### config.mk
export PLATFORM = sky130hd
export DESIGN_NAME = dtwp_front
export DESIGN_NICKNAME = d
export VERILOG_FILES = /design/src/dtwp_pkg.sv /design/src/dtwp_front.sv
export SDC_FILE = /design/constraint.sdc
export NUM_CORES = 1
export LEC_CHECK = 0
export BUFFER_PORTS_ARGS = -buffer_cell sky130_fd_sc_hd__buf_2
export CAP_MARGIN = 10
export CORE_AREA = 4 4 150 152
export DETAILED_ROUTE_END_ITERATION = 16
export DIE_AREA = 0 0 154 156
export PLACE_DENSITY = 0.45
export SLEW_MARGIN = 5
export SYNTH_ARGS = -nofsm -noshare
export SYNTH_HDL_FRONTEND = slang
export SYNTH_SLANG_ARGS = --single-unit
### constraint.sdc
create_clock -name clk -period 0.8 [get_ports clk]
set_input_delay 0.08 -clock clk [delete_from_list [all_inputs] [get_ports clk]]
set_output_delay 0.08 -clock clk [all_outputs]
set_load 0.02 [all_outputs]
### src/dtwp_pkg.sv
`default_nettype none

package dtwp_pkg;

    localparam int COORD_BITS_DEF     = 12;
    localparam int DISP_FRAC_BITS_DEF = 4;
    localparam int DISP_W             = 12;
    localparam int MIN_DISP_PX        = 5;
    localparam int ROT_FRAC           = 14;
    localparam int ROT_W              = 16;
    localparam int TRANS_W            = 21;
    localparam int Z_BITS             = 30;
    localparam int OUT_W              = 32;
    localparam int CFG_IDX_W          = 4;
    localparam int CFG_DATA_W         = 64;
    localparam int Q_DEPTH            = 4;

    typedef enum logic [CFG_IDX_W-1:0] {
        REG_DEPTH_SCALE = 4'd0,
        REG_FOCAL_X     = 4'd1,
        REG_FOCAL_Y     = 4'd2,
        REG_PRINCIPAL   = 4'd3,
        REG_ROT_ROW0    = 4'd4,
        REG_ROT_ROW1    = 4'd5,
        REG_ROT_ROW2    = 4'd6,
        REG_TRANSLATION = 4'd7
    } reg_idx_t;

    typedef struct packed {
        logic [31:0]                     depth_scale;
        logic [15:0]                     focal_x;
        logic [15:0]                     focal_y;
        logic [15:0]                     cx;
        logic [15:0]                     cy;
        logic [2:0][2:0][ROT_W-1:0]      rot;
        logic [2:0][TRANS_W-1:0]         trans;
    } cfg_t;

endpackage

`default_nettype wire

### src/dtwp_front.sv
`default_nettype none

module dtwp_front
    import dtwp_pkg::*;
#(
    parameter int COORD_BITS              = COORD_BITS_DEF,
    parameter int DISPARITY_FRACTION_BITS = DISP_FRAC_BITS_DEF,
    parameter int DW = ((COORD_BITS + 4 > 16) ? COORD_BITS + 4 : 16) + 1
)(
    input  wire logic                  clk,
    input  wire logic                  rst_n,
    input  wire logic                  take,
    input  wire logic [COORD_BITS-1:0] column,
    input  wire logic [COORD_BITS-1:0] row,
    input  wire logic [DISP_W-1:0]     disparity,
    input  wire cfg_t                  cfg,
    output logic                       push,
    output logic [2*DW+DISP_W-1:0]     push_data
);

    localparam logic [DISP_W-1:0] DISP_MIN = DISP_W'(MIN_DISP_PX << DISPARITY_FRACTION_BITS);

    logic              v_reg;
    logic [DW-1:0]     dx_reg, dy_reg;
    logic [DISP_W-1:0] disp_reg;

    always_ff @(posedge clk or negedge rst_n)
    begin
        if (!rst_n)
        begin
            v_reg <= 1'b0;
        end
        else
        begin
            v_reg <= take && (disparity > DISP_MIN);
        end
    end

    // offsets from the principal point, two's complement
    always_ff @(posedge clk)
    begin
        dx_reg   <= DW'({column, 4'b0000}) - DW'(cfg.cx);
        dy_reg   <= DW'({row, 4'b0000}) - DW'(cfg.cy);
        disp_reg <= disparity;
    end

    assign push      = v_reg;
    assign push_data = {dx_reg, dy_reg, disp_reg};

endmodule

`default_nettype wire

==> impl_metrics.yaml <==
grt:
  grt_pass1_vias: 2699
  track_usage_pct: 8.19
  grt_overflow: 0
  grt_pass1_wl_microns: 15000
  antenna_found_initial: 3
  grt_start_max_net_pins: 15
finish:
  insertedDiodeCount: 0
  fin_cells: 721
  nNetsFinal: 813
  final_util_pct: 23.1
  drive_gt1_share_pct: 65.5
  n_fill_cell: 2254
  synthToLayoutAreaGrowth_pct: 113
placed_design:
  dp_cells: 689
  dp_hpwl_microns: 8140
  dp_worst_setup_slack_ns: -0.926
  portBuffers: 117
  gp_congestion: 0.758
floorplanning:
  dieWidth_microns: 154
  die_area_sq_mm: 0.0240
  rows: 53
  start_util_pct: 10.9
  die_h_microns: 156
  pin_count: 389
  core_sq_mm: 0.0210
detailed_routing:
  antenna_left: 0
  drt-initial-drc-count: 97
  viasPerCell: 3.38
  drtPass1Iterations: 4
  wirelength_microns: 9910
  drc: 0
  vias: 2436
  wl_per_cell_microns: 13.7
synthesis:
  yosysMostFrequentCell: "dfxtp_1"
  synth-seq-cells: 47
  ys_seq_area_share_pct: 41.5
  syn_area_sq_mm: 0.00228
  ys_types: 41
  synth_top_area_share_pct: 40.4
  synth_area_per_cell_sq_um: 9.58
  yosysWarnings: 0
  synthFlopType: "dfxtp_1"
  synthCells: 238
  syn_nets: 606
  ys_top_cells_by_area: "dfxtp_1 40%, ha_1 14%, xnor2_1 6.1%, a21oi_1 5.0%, inv_1 4.8%"
  async_flop_share_pct: 2.13
  synth_top_area_cell: "dfxtp_1"
  synth-edff-count: 0
  synthTopCellsByCount: "46 x dfxtp_1, 29 x inv_1, 26 x ha_1"
sta:
  hold-worst-slack_ns: 0.0337
  final-setup-viol-count: 71
  worst_slew_pin_slew_ns: 0.266
  period_share_pct: 171
  slew_violations: 0
  layout_min_cycle_time_ns: 1.37
  clock.fmax_ghz: 0.731
  rsz0062_at_grt: "true"
  relSlewSlack_pct: 82.1
  final.setup.worst_slack_ns: -0.569
  hold_viol_final: 0
clocking:
  cts-root-buf: "clkbuf_16"
  cts.sinks: 47
  cts_buffer_depth: 2
  tritoncts: "yes"
  ctsHtreeMaxLevel: 2
  cts_buffers: 5
  clk_pin_slew_ns: 0.07
worst_setup_path:
  worst-setup-path-type: "in2reg"
  path_max_fanout: 3
  crit_required_ns: 1.03
  end_kind: "flip-flop"
  critPathLaunchType: "input pin"
  worstPathArrival_ns: 1.59
status:
  violations: "setup timing"
  status: "finished with violations"
pwr:
  ir_worst_vdd_v: 0.00104
  power.leakage_nw: 2.24
  finalPower_mw: 8.39
  pwr_density_cell_mw_per_mm2: 1730
job:
  maxCapViolations: 0
min_path:
  min_path_type: "in2reg"
==> cells by family after synthesis <==
group / Yosys count / synth area share [%]
AOI/OAI and AO/OA: 69 / 20.2
DFF: 47 / 41.5
and+or+nand+nor: 40 / 9.11
buffers and inverters: 30 / 4.94
xor gates and xnor gates: 26 / 9.98
adders and majority gates: 26 / 14.3
==> where the power goes <==
part	internal (mW)	total, mW	switching [mW]
Sequential	2.76	2.93	0.179
Combinational	1.80	3.34	1.54
Clock	1.16	2.11	0.956
==> path summary, 6_finish.rpt <==
path	slack, ns	end	depth (start not counted)	start
min in group asynchronous	0.09	push	2	rst_n
hold / removal	0.03	dy_reg[0]	2	cfg[207]
setup / recovery	-0.57	dx_reg[11]	9	cfg[228]
max in group asynchronous	0.63	push	2	rst_n
==> placed cells by master (no fill, tap or decap), types with 7 or more instances in the layout <==
| cell | synthesis | layout |
|---|---|---|
| a21oi_1 | 23 | 15 |
| a21o_1 | 8 | 8 |
| buf_2 | 0 | 57 |
| xnor2_1 | 16 | 11 |
| xor2_1 | 10 | 9 |
| inv_1 | 29 | 22 |
| ha_1 | 26 | 14 |
| ha_4 | 0 | 10 |
| a21oi_2 | 1 | 8 |
| nor2_1 | 10 | 7 |
| dlygate4sd3_1 | 0 | 15 |
| buf_6 | 0 | 58 |
| dfxtp_2 | 0 | 45 |
| buf_4 | 0 | 66 |
| nand2_1 | 11 | 10 |
==> layer usage <==
| layer | wire length [microns] | vias to the layer above | track usage [%] |
|---|---|---|---|
| met3 | 1160 | 11 | 5.08 |
| li1 | - | 1237 | - |
| met4 | 66 | 6 | 1.26 |
| met2 | 4500 | 76 | 13.2 |
| met5 | 46 | - | 0 |
| met1 | 4130 | 1106 | 9.52 |
==> final cells by class <==
class,count,area (sq um),area share (%)
Timing Repair Buffer,201,1660,34.2
Multi-Input combinational cell,161,1570,32.2
Sequential cell,47,1000,20.6
Tap cell,275,344,7.08
Inverter,29,144,2.96
Clock buffer,6,129,2.65
Clock inverter,2,12.5,0.257
==> stage by stage <==
| step | TNS [ns] | area, sq um |
|---|---|---|
| finish | -9.56 | 4860 |
| global route | -12.45 | 4860 |
| CTS | -10.37 | 4700 |
| detailed placement | -18.47 | 3850 |
| global placement | -18.29 | 3850 |
| floorplan | -10.10 | 2490 |
==> worst max-delay path: stages <==
cell and delay (ns):
buf_6 0.10, inv_4 0.04, ha_4 0.19, and2_4 0.16, a2111o_1 0.38, a31o_1 0.23, a21o_1 0.17, a21oi_2 0.13
xnor2_1 0.12
==> timing repair <==
item,4_1_cts,5_1_grt
buffers inserted,5,9
endpoints found under the setup margin,71,71
hold endpoints to repair,15,0
pin swaps,34,18
hold buffers,15,0
resized for setup,178,21
No activity file was read; power rests on OpenSTA's default activity.
