`src/dtwp_pkg.sv`:
```
`default_nettype none

package dtwp_pkg;

    localparam int COORD_BITS_DEF     = 12;
    localparam int DISP_FRAC_BITS_DEF = 4;
    localparam int DISP_W             = 12;
    localparam int MIN_DISP_PX        = 5;
    localparam int ROT_FRAC           = 14;
    localparam int ROT_W              = 16;
    localparam int TRANS_W            = 21;
    localparam int Z_BITS             = 30;
    localparam int OUT_W              = 32;
    localparam int CFG_IDX_W          = 4;
    localparam int CFG_DATA_W         = 64;
    localparam int Q_DEPTH            = 4;

    typedef enum logic [CFG_IDX_W-1:0] {
        REG_DEPTH_SCALE = 4'd0,
        REG_FOCAL_X     = 4'd1,
        REG_FOCAL_Y     = 4'd2,
        REG_PRINCIPAL   = 4'd3,
        REG_ROT_ROW0    = 4'd4,
        REG_ROT_ROW1    = 4'd5,
        REG_ROT_ROW2    = 4'd6,
        REG_TRANSLATION = 4'd7
    } reg_idx_t;

    typedef struct packed {
        logic [31:0]                     depth_scale;
        logic [15:0]                     focal_x;
        logic [15:0]                     focal_y;
        logic [15:0]                     cx;
        logic [15:0]                     cy;
        logic [2:0][2:0][ROT_W-1:0]      rot;
        logic [2:0][TRANS_W-1:0]         trans;
    } cfg_t;

endpackage

`default_nettype wire

```
`src/dtwp_queue.sv`:
```
`default_nettype none

module dtwp_queue
    import dtwp_pkg::*;
#(
    parameter int WIDTH = 8,
    parameter int DEPTH = Q_DEPTH
)(
    input  wire logic             clk,
    input  wire logic             rst_n,
    input  wire logic             push,
    input  wire logic [WIDTH-1:0] push_data,
    input  wire logic             pop,
    output logic [WIDTH-1:0]      pop_data,
    output logic                  empty,
    output logic                  almost_full
);

    localparam int PTR_W = (DEPTH > 1) ? $clog2(DEPTH) : 1;
    localparam int CNT_W = $clog2(DEPTH + 1);

    logic [WIDTH-1:0] mem_reg [DEPTH];
    logic [PTR_W-1:0] wr_reg, wr_next, rd_reg, rd_next;
    logic [CNT_W-1:0] cnt_reg, cnt_next;

    assign empty       = (cnt_reg == '0);
    assign almost_full = (cnt_reg >= CNT_W'(DEPTH - 1));
    assign pop_data    = mem_reg[rd_reg];

    always_comb
    begin
        wr_next  = wr_reg;
        rd_next  = rd_reg;
        cnt_next = cnt_reg;
        if (push)
        begin
            wr_next = (wr_reg == PTR_W'(DEPTH - 1)) ? '0 : wr_reg + 1'b1;
        end
        if (pop)
        begin
            rd_next = (rd_reg == PTR_W'(DEPTH - 1)) ? '0 : rd_reg + 1'b1;
        end
        if (push && !pop)
        begin
            cnt_next = cnt_reg + 1'b1;
        end
        else if (pop && !push)
        begin
            cnt_next = cnt_reg - 1'b1;
        end
    end

    always_ff @(posedge clk or negedge rst_n)
    begin
        if (!rst_n)
        begin
            wr_reg  <= '0;
            rd_reg  <= '0;
            cnt_reg <= '0;
        end
        else
        begin
            wr_reg  <= wr_next;
            rd_reg  <= rd_next;
            cnt_reg <= cnt_next;
        end
    end

    always_ff @(posedge clk)
    begin
        if (push)
        begin
            mem_reg[wr_reg] <= push_data;
        end
    end

    a_no_overflow: assert property (@(posedge clk) disable iff (!rst_n)
        (cnt_reg == CNT_W'(DEPTH)) |-> !push || pop)
        else $error("queue overflow");
    a_no_underflow: assert property (@(posedge clk) disable iff (!rst_n)
        pop |-> !empty)
        else $error("queue underflow");
    a_count_bound: assert property (@(posedge clk) disable iff (!rst_n)
        cnt_reg <= CNT_W'(DEPTH))
        else $error("queue count out of range");

endmodule

`default_nettype wire

```
`config.mk`:
```
export PLATFORM = sky130hd
export DESIGN_NAME = dtwp_queue
export DESIGN_NICKNAME = d
export VERILOG_FILES = /design/src/dtwp_pkg.sv /design/src/dtwp_queue.sv
export SDC_FILE = /design/constraint.sdc
export NUM_CORES = 1
export LEC_CHECK = 0
export BUFFER_PORTS_ARGS = -buffer_cell sky130_fd_sc_hd__buf_4
export CORE_MARGIN = 10
export CORE_UTILIZATION = 59
export CTS_CLUSTER_SIZE = 8
export DETAILED_ROUTE_END_ITERATION = 12
export PLACE_DENSITY = 0.82
export SYNTH_ARGS = -nofsm -noshare
export SYNTH_HDL_FRONTEND = slang
export SYNTH_SLANG_ARGS = --single-unit
```
`constraint.sdc`:
```
create_clock -name clk -period 2.9 [get_ports clk]
set_input_delay 0.29 -clock clk [delete_from_list [all_inputs] [get_ports clk]]
set_output_delay 0.29 -clock clk [all_outputs]
set_load 0.02 [all_outputs]
```
==> flow_summary.yaml <==
detailed_routing:
  drc_errors: 0
  ant_nets: 0
  via_count: 738
  wl_per_cell_um: 18.5
  dr.pass1.iters: 4
  drt_wl_total_um: 2530
  first_iter_violations: 57
  via_per_inst: 5.39
global_route:
  grt_max_degree: 14
  grt_pass1_wl_um: 4330
  grt_pass1_vias: 870
  grt_overflow: 0
  grt_use_total: 0.111
  antenna_found_initial: 0
logic_synthesis:
  syn_area_um2: 1570
  synth.avg_cell_area_um2: 19.8
  yosys_warnings: 0
  synth_compound_area_frac: 0.0168
  synth_xor_area_frac: 0.0168
  ys_top_cells_by_area: "edfxtp_1, mux4_2, dfrtp_1, ha_1, and2_1"
  synth_top_family_by_area: "multiplexers"
  synth_edf_count: 32
  synth.area.mux_share: 0.129
  synth_ff_type: "edfxtp_1"
  synth.distinct_cells: 18
  ys_async_sr_fraction: 0.179
  syn_nets: 98
  syn_inst: 79
  yosysTopAreaCell: "edfxtp_1"
  yosysTopAreaCellShare: 0.613
  synth_common_cells: "edfxtp_1, mux4_2, dfrtp_1"
  synth_simple_gate_area_frac: 0.0319
  yosysMostFrequentCell: "edfxtp_1"
  synthAdderAreaFrac: 0.0607
  synth_seq_cells: 39
  seq_area_frac_synth: 0.725
floorplanning:
  initial_utilization: 0.627
  fp.dieW_um: 71.6
  coreArea_um2: 2500
  fp.dieH_um: 71.6
  die_area_um2: 5120
  num_io_pins: 22
  std_cell_rows: 18
critical_path:
  crit_fanout: 11
  cp-endpoint: "pop_data[7]"
  reg2reg_to: "rd_reg[1]$_DFFE_PN0P_"
  crit_type: "reg -> out"
  worst-r2r-cell-count: 2
  rrSetupSlack_ns: 1.43
  worstPathArrival_ns: 1.85
  startpoint: "rd_reg[0]$_DFFE_PN0P_"
  cp-start-kind: "register"
  worstPathRequired_ns: 2.61
  worstSetupEndpointType: "output port"
  worstReg2RegStart: "rd_reg[0]$_DFFE_PN0P_"
cells_and_area:
  drive_gt1_frac: 0.374
  fin_area_um2: 1840
  nets: 125
  largest_register_ffs: 32
  seqCellArea_um2: 1140
  num_antenna_cells: 0
  multi_input_area_um2: 400
  area_delta_synth_final_pct: 17.2
  n_fill_cell: 146
sta:
  worst_pin_slew_ns: 0.602
  finalCritPeriodShare: 0.738
  drv_slew: 0
  relSlewSlack: 0.599
  hold_violations: 0
  fin_crit_ns: 2.14
  finalSetupViolations: 0
  fmax_mhz: 468
  tns_ns: 0
  fin_worst_skew_ns: 0.00678
  grt_setup_unrepaired: "no"
cts:
  cts_tree: "done"
  cts_max_path_buffers: 2
  cts_buffers: 5
  cts_setup_buffers: 0
  cts_max_level: 2
  cts-hold-fix-buffers: 1
  cts_sinks: 39
  clk_latency_ns: 0.35
  root_buffer: "clkbuf_4"
  post_cts_resized: 0
  path_clk_slew_ns: 0.12
placed_design:
  port_buffers: 21
  dp_hpwl_um: 1790
  placed_cell_area_um2: 1750
  gp_congestion: 0.700
hold_path:
  hp-class: "in -> reg"
pwr:
  vdd_ir_drop_max_v: 0.000903
  p_leak_nw: 0.704
  power_density_nw_per_um2: 967
outcome:
  status: "complete, no violations"
run:
  cap_violations: 0
metal layers:
metal	global-route usage	vias up	part of all wire
li1	-	356	-
met5	0	-	0
met1	0.122	360	0.40
met2	0.187	16	0.53
met3	0.0523	6	0.056
met4	0.0323	0	0.011
cells by family (layout without fill, tap and decap cells):
group,after synthesis,after routing
flops,39,39
mux,10,10
simple gates,10,10
fa+ha+maj,7,7
buf+inv,6,34
compound gates,4,4
xor+xnor,3,3
layout by cell type (no fill, tap or decap), types with 2 or more instances in the layout:
cell type / instances
mux4_2: 8
nor3_1: 2
buf_4: 21
nand2_1: 2
inv_1: 4
mux2_2: 2
edfxtp_1: 32
nor2_1: 2
clkbuf_4: 5
ha_1: 6
xor2_1: 2
o21ai_0: 2
and2_1: 4
dfrtp_1: 7
where the power goes:
| group | internal (mW) | total, mW | switching [mW] |
|---|---|---|---|
| Clock | 0.181 | 0.360 | 0.179 |
| Combinational | 0.293 | 0.569 | 0.275 |
| Sequential | 0.734 | 0.849 | 0.115 |
| Total | 1.21 | 1.78 | 0.569 |
worst min-delay path by stage:
stage | slack, ns | startpoint | end | cells after the start
after floorplan | -0.006 | rst_n | cnt_reg[0]$_DFFE_PN0P_ | 0
after global placement | 0.11 | rst_n | cnt_reg[0]$_DFFE_PN0P_ | 1
after detailed placement | 0.11 | rst_n | cnt_reg[1]$_DFFE_PN0P_ | 1
after CTS | 0.13 | push_data[6] | mem_reg[0][6]$_DFFE_PP_ | 1
after global routing | 0.1 | push_data[0] | mem_reg[3][0]$_DFFE_PP_ | 1
final | 0.13 | push_data[1] | mem_reg[1][1]$_DFFE_PP_ | 1
layout make-up:
cell class	instances	area share
Clock buffer	5	0.0204
Clock inverter	3	0.0238
Inverter	4	0.00817
Multi-Input combinational cell	34	0.218
Sequential cell	39	0.618
Tap cell	30	0.0204
Timing Repair Buffer	22	0.0912
worst max-delay path, cell delays in order, from the launching register on:
cell and delay (ns):
dfrtp_1 0.74, mux4_2 0.59, buf_4 0.17
per-stage QoR:
| stage | instances | power (mW) | utilization | worst slack [ns] | hold slack [ns] |
|---|---|---|---|---|---|
| 2_1_floorplan | 79 | 1.23 | - | 1.48 | -0.00559 |
| 3_3_place_gp | 128 | 1.41 | 0.699 | 1.13 | 0.106 |
| 3_5_place_dp | 128 | 1.44 | 0.699 | 1.10 | 0.108 |
| 4_1_cts | 137 | 1.80 | 0.735 | 0.715 | 0.127 |
| 5_1_grt | 137 | 1.89 | 0.735 | 0.635 | 0.0984 |
| 6_report | 137 | 1.78 | 0.735 | 0.761 | 0.131 |
(Power assumes the default switching activity.)
